**config.mk**
```make
export PLATFORM = sky130hd
export DESIGN_NAME = crc16tc_update
export DESIGN_NICKNAME = d
export VERILOG_FILES = /design/src/hdl/crc16tc_pkg.sv /design/src/hdl/crc16tc_update.sv
export SDC_FILE = /design/constraint.sdc
export NUM_CORES = 1
export LEC_CHECK = 0
export BUFFER_PORTS_ARGS = -buffer_cell sky130_fd_sc_hd__buf_2
export CAP_MARGIN = 20
export CELL_PAD_IN_SITES_DETAIL_PLACEMENT = 1
export CELL_PAD_IN_SITES_GLOBAL_PLACEMENT = 1
export CORE_ASPECT_RATIO = 0.5
export CORE_UTILIZATION = 36
export CTS_CLUSTER_SIZE = 28
export DETAILED_ROUTE_END_ITERATION = 10
export PLACE_DENSITY = 0.81
export SLEW_MARGIN = 5
export SYNTH_ARGS = -nofsm -noshare
export SYNTH_HDL_FRONTEND = slang
export SYNTH_SLANG_ARGS = --single-unit
```
**constraint.sdc**
```tcl
create_clock -name clk_i -period 8.85 [get_ports clk_i]
set_input_delay 0 -clock clk_i [delete_from_list [all_inputs] [get_ports clk_i]]
set_output_delay 0 -clock clk_i [all_outputs]
set_load 0.005 [all_outputs]
```
**src/hdl/crc16tc_pkg.sv**
```systemverilog
`timescale 1ns / 1ps
// ----------------------------------------------------------------------------
// CRC-16 trailer checker: shared types and functions
// Mode codes, request type, reset polynomial and the bytewise CRC fold.
// ----------------------------------------------------------------------------
package crc16tc_pkg;

  localparam logic [15:0] POLY_RESET = 16'h9EB2;

  typedef enum logic [1:0] {
    MODE_START      = 2'd0,
    MODE_POST_START = 2'd1,
    MODE_RESTART    = 2'd2,
    MODE_PUSH       = 2'd3
  } mode_e;

  typedef struct packed {
    mode_e       mode;
    logic [7:0]  data_byte;
  } req_t;

  // MSB-first fold of one byte, eight shifts unrolled
  function automatic logic [15:0] crc_fold(input logic [15:0] crc,
                                           input logic [7:0]  b,
                                           input logic [15:0] poly);
    logic [15:0] c;
    c = crc ^ {b, 8'h00};
    for (int k = 0; k < 8; k++) begin
      if (c[15]) begin
        c = {c[14:0], 1'b0} ^ poly;
      end else begin
        c = {c[14:0], 1'b0};
      end
    end
    return c;
  endfunction

endpackage

```
**src/hdl/crc16tc_update.sv**
```systemverilog
`timescale 1ns / 1ps
// ----------------------------------------------------------------------------
// CRC-16 trailer checker: state update
// Running CRC and byte window, with the next-state logic for one request.
// ----------------------------------------------------------------------------
module crc16tc_update import crc16tc_pkg::*; (
  input  logic        clk_i,
  input  logic        rst_ni,
  input  logic        step_i,
  input  req_t        req_i,
  input  logic [15:0] poly_i,
  output logic [15:0] crc_d_o,
  output logic        match_d_o,
  output logic [15:0] crc_q_o,
  output logic [15:0] win_q_o
);

  logic [15:0] crc_q, crc_d;
  logic [15:0] win_q, win_d;
  logic [15:0] fold_base;

  // restart folds from a cleared CRC
  assign fold_base = (req_i.mode == MODE_RESTART) ? 16'h0000 : crc_q;

  always_comb begin
    crc_d = crc_q;
    win_d = {win_q[7:0], req_i.data_byte};
    case (req_i.mode)
      MODE_START:      win_d = {8'h00, req_i.data_byte};
      MODE_POST_START: crc_d = crc_q;
      MODE_RESTART,
      MODE_PUSH:       crc_d = crc_fold(fold_base, win_q[15:8], poly_i);
      default:         crc_d = crc_q;
    endcase
  end

  always_ff @(posedge clk_i or negedge rst_ni) begin
    if (!rst_ni) begin
      crc_q <= '0;
      win_q <= '0;
    end else if (step_i) begin
      crc_q <= crc_d;
      win_q <= win_d;
    end
  end

  assign crc_d_o   = crc_d;
  assign match_d_o = (win_d == crc_d);
  assign crc_q_o   = crc_q;
  assign win_q_o   = win_q;

endmodule

```
==> summary.txt <==
Max cap viols = 0
Ports = 78
Post-CTS Setup Repair Bufs = 0
Post-DR wirelength/cell = 20.7 um
CTS Buf Count = 5
Fin Setup TNS = 0 ns
Grt ovf = 0
Total Routing Usage GR = 25.5%
NumNets Final = 670
Synth warn = 0
Clock skew after layout = 0.00271 ns
Peak per-stage delay on the critical path = 0.78 ns
Synth Area in Simple Gates = 21.0%
Multiplexer share of the synthesized area = 6.54%
Part of the cycle the worst path needs = 73.5%
Synthesized cell area = 4610 sq um
Startpoint types = flop
DRC viols = 0
Share of the synthesized area in the top cell type = 17.4%
DR vias = 4,641
Asr flop ratio synth = 100%
Slew @ Worst Pin = 0.857 ns
Max Fanout on Critical Path = 22
Clock Tree Buf Depth = 2
P&R area growth vs syn = 12.6%
Fmax = 154 MHz
Crit. End Element = output port
Commonest non-fill, non-tap cell in the layout = nand2_1
Compound-Gate Fraction of Synth Area = 19.5%
Leading cell types in the layout, fill and taps excluded = nand2_1, xnor2_1, buf_2
Final hold violations = 0
Die ar. = 13,300 sq um
Port Buffers = 77
WHS Path Cells = 3
Max-slew violations = 0
First-pass GRT wire length = 25,900 um
Post-route ant nets = 0
Ant. Diodes = 0
Die Height = 82 um
HP Class = in2reg
Top post-synthesis cells by area = dfrtp_1, xnor2_1, nand2_1
Min-delay src = req_i[7]
Rel. slew slack = 42.8%
XOR/XNOR Fraction of Synth Area = 29.3%
HPWL Detailed = 12,500 um
Cells after Synth = 595
Synth Area in Adders = 0%
DR pass1 iterations = 4
R2R depth = 16
Chip Width = 162 um
R2R Path Start = crc_q_o[15]$_DFFE_PN0P_
Antenna violations before repair = 0
Largest net degree at the start of global routing = 48
CTS tree = built
Outcome = completed
Vias per cell = 5.76
RD Place Congestion = 0.867
Mean Syn Cell Area = 7.74 sq um
Largest family of logic cells by synthesized area = XOR/XNOR gates
Min-Delay Endpoint = win_q_o[7]$_DFFE_PN0P_
CTS Root Cell = clkbuf_16
Clock-pin slew on the worst setup and hold paths = 0.05 ns
Ratio of cells with drive above 1 in the final layout = 19.8%
Ys flop type = dfrtp_1
Vias in the first global route = 4,698
Mapped Nets = 624
Critical path required time = 8.85 ns
Worst path bufs/invs = 3
Final wirelength = 16,700 um
Core area = 12,200 sq um
Sequential share of the synthesized area = 17.4%
Clk Latency, worst-skew pair = 0.28 ns
CP arrival = 6.51 ns
Critical path's slowest cell = xnor3_1
Iter 0 DRT Violations = 224
Reg2reg end = crc_q_o[13]$_DFFE_PN0P_
FP Rows = 28
Kind of critical path = reg2out
# fillers = 1,517
R2R Setup Slk = 2.98 ns
Cell taking the most area after synthesis = dfrtp_1
Clk sink count = 32
Crit path time final = 6.51 ns
Synthesized flop and latch total = 32
Netlist cell types = 69
Setup Viol. Count Final = 0
CTS HTree Levels = 2
Cells along the critical path = inv_1, nor3_2, a2111oi_0, o31ai_1, nand2_2, a32o_1, a211o_1, a21boi_2, xnor2_1, buf_4, nand2_1, xnor3_1, nand2_1, xor3_1, nor4_1, a41oi_1, nor3_2, buf_2
Initial Utilization = 37.9%
RSZ-0062 raised after global routing = false
Post-synth EDFFs = 0
CP delay by family, top = simple AND/OR/NAND/NOR gates
==> registers in the layout (all words and copies together), names as in the netlist <==
| register | count |
|---|---|
| crc_q_o | 16 |
| win_q_o | 16 |
==> worst max path at each step <==
stage	startpoint	end	slack, ns	depth (start not counted)
global placement	req_i[9]	match_d_o	3.01	18
global route	crc_q_o[15]$_DFFE_PN0P_	match_d_o	2.00	18
finish	crc_q_o[15]$_DFFE_PN0P_	match_d_o	2.34	18
floorplan	win_q_o[15]$_DFFE_PN0P_	match_d_o	4.30	18
detailed placement	req_i[9]	match_d_o	2.80	19
CTS	crc_q_o[15]$_DFFE_PN0P_	match_d_o	2.48	18
==> area by class of cell <==
class                      instances  area, sq um  share of cell area [%]
clock buffer                       6          129                    2.48
sequential                        32          801                    15.4
tap                              165          206                    3.98
multi-input combinational        496         3520                    67.8
clock inverter                     1         5.00                  0.0965
inverter                          22         82.6                    1.59
timing repair buffer              84          445                    8.59
==> synthesized netlist by cell type (3+ instances only) <==
cell type  number
xnor2_1        85
o211ai_1        3
nor3_1          8
a32oi_1         7
dfrtp_1        32
a21oi_1        22
nand3_1        18
nand3b_1        3
a211oi_1        6
or2_2           3
nor2_1         27
inv_1          22
nand2_1       118
a2111oi_0       3
clkbuf_1       32
a311oi_1        3
nor3b_1         3
and3_1          3
mux2_2         25
nor4_1          6
xor2_1         20
and2_1          3
buf_6           3
a21o_1          7
a31oi_1         3
xnor3_1        12
or4_1           3
xor3_1          6
buf_2           5
a221oi_1        4
o21ai_0        46
o2111ai_1       4
==> kinds of logic after synthesis <==
family,after synthesis
XOR/XNOR,124
AND/OR/NAND/NOR,210
flip-flops,32
AO/OA/AOI/OAI,135
multiplexers,27
buffers and inverters,67
==> timing repair <==
action,in CTS,in global routing
hold endpoints to repair,34,0
gates resized for setup,0,0
hold buffers,3,0
==> tightest hold or removal path, stage by stage <==
cell and delay (ns):
buf_2 0.11, nand2_1 0.07, o21ai_0 0.07
==> through the flow <==
stage	cell area (sq um)	worst slack [ns]	hold slack (ns)	util (%)	cells
finish	5190	2.34	0.00305	42.7	806
global route	5190	2.00	0.0142	42.7	806
CTS	5190	2.48	0.00227	42.7	806
detailed placement	5020	2.80	0.120	41.3	796
global placement	5020	3.01	0.103	41.3	796
floorplan	4610	4.30	-0.296	-	595
==> per-layer routing <==
layer  share of wire, %  global-route usage [%]  up-vias
met1                 47                    34.0     2309
met3                5.1                    3.79       27
met2                 46                    43.0      146
li1                   -                       -     2159
met5                  0                       0        -
met4                1.7                    7.92        0
Power is left out: the tool's default activity adds up to more than one toggle a clock period on the data nets, which glitch-free logic cannot reach.
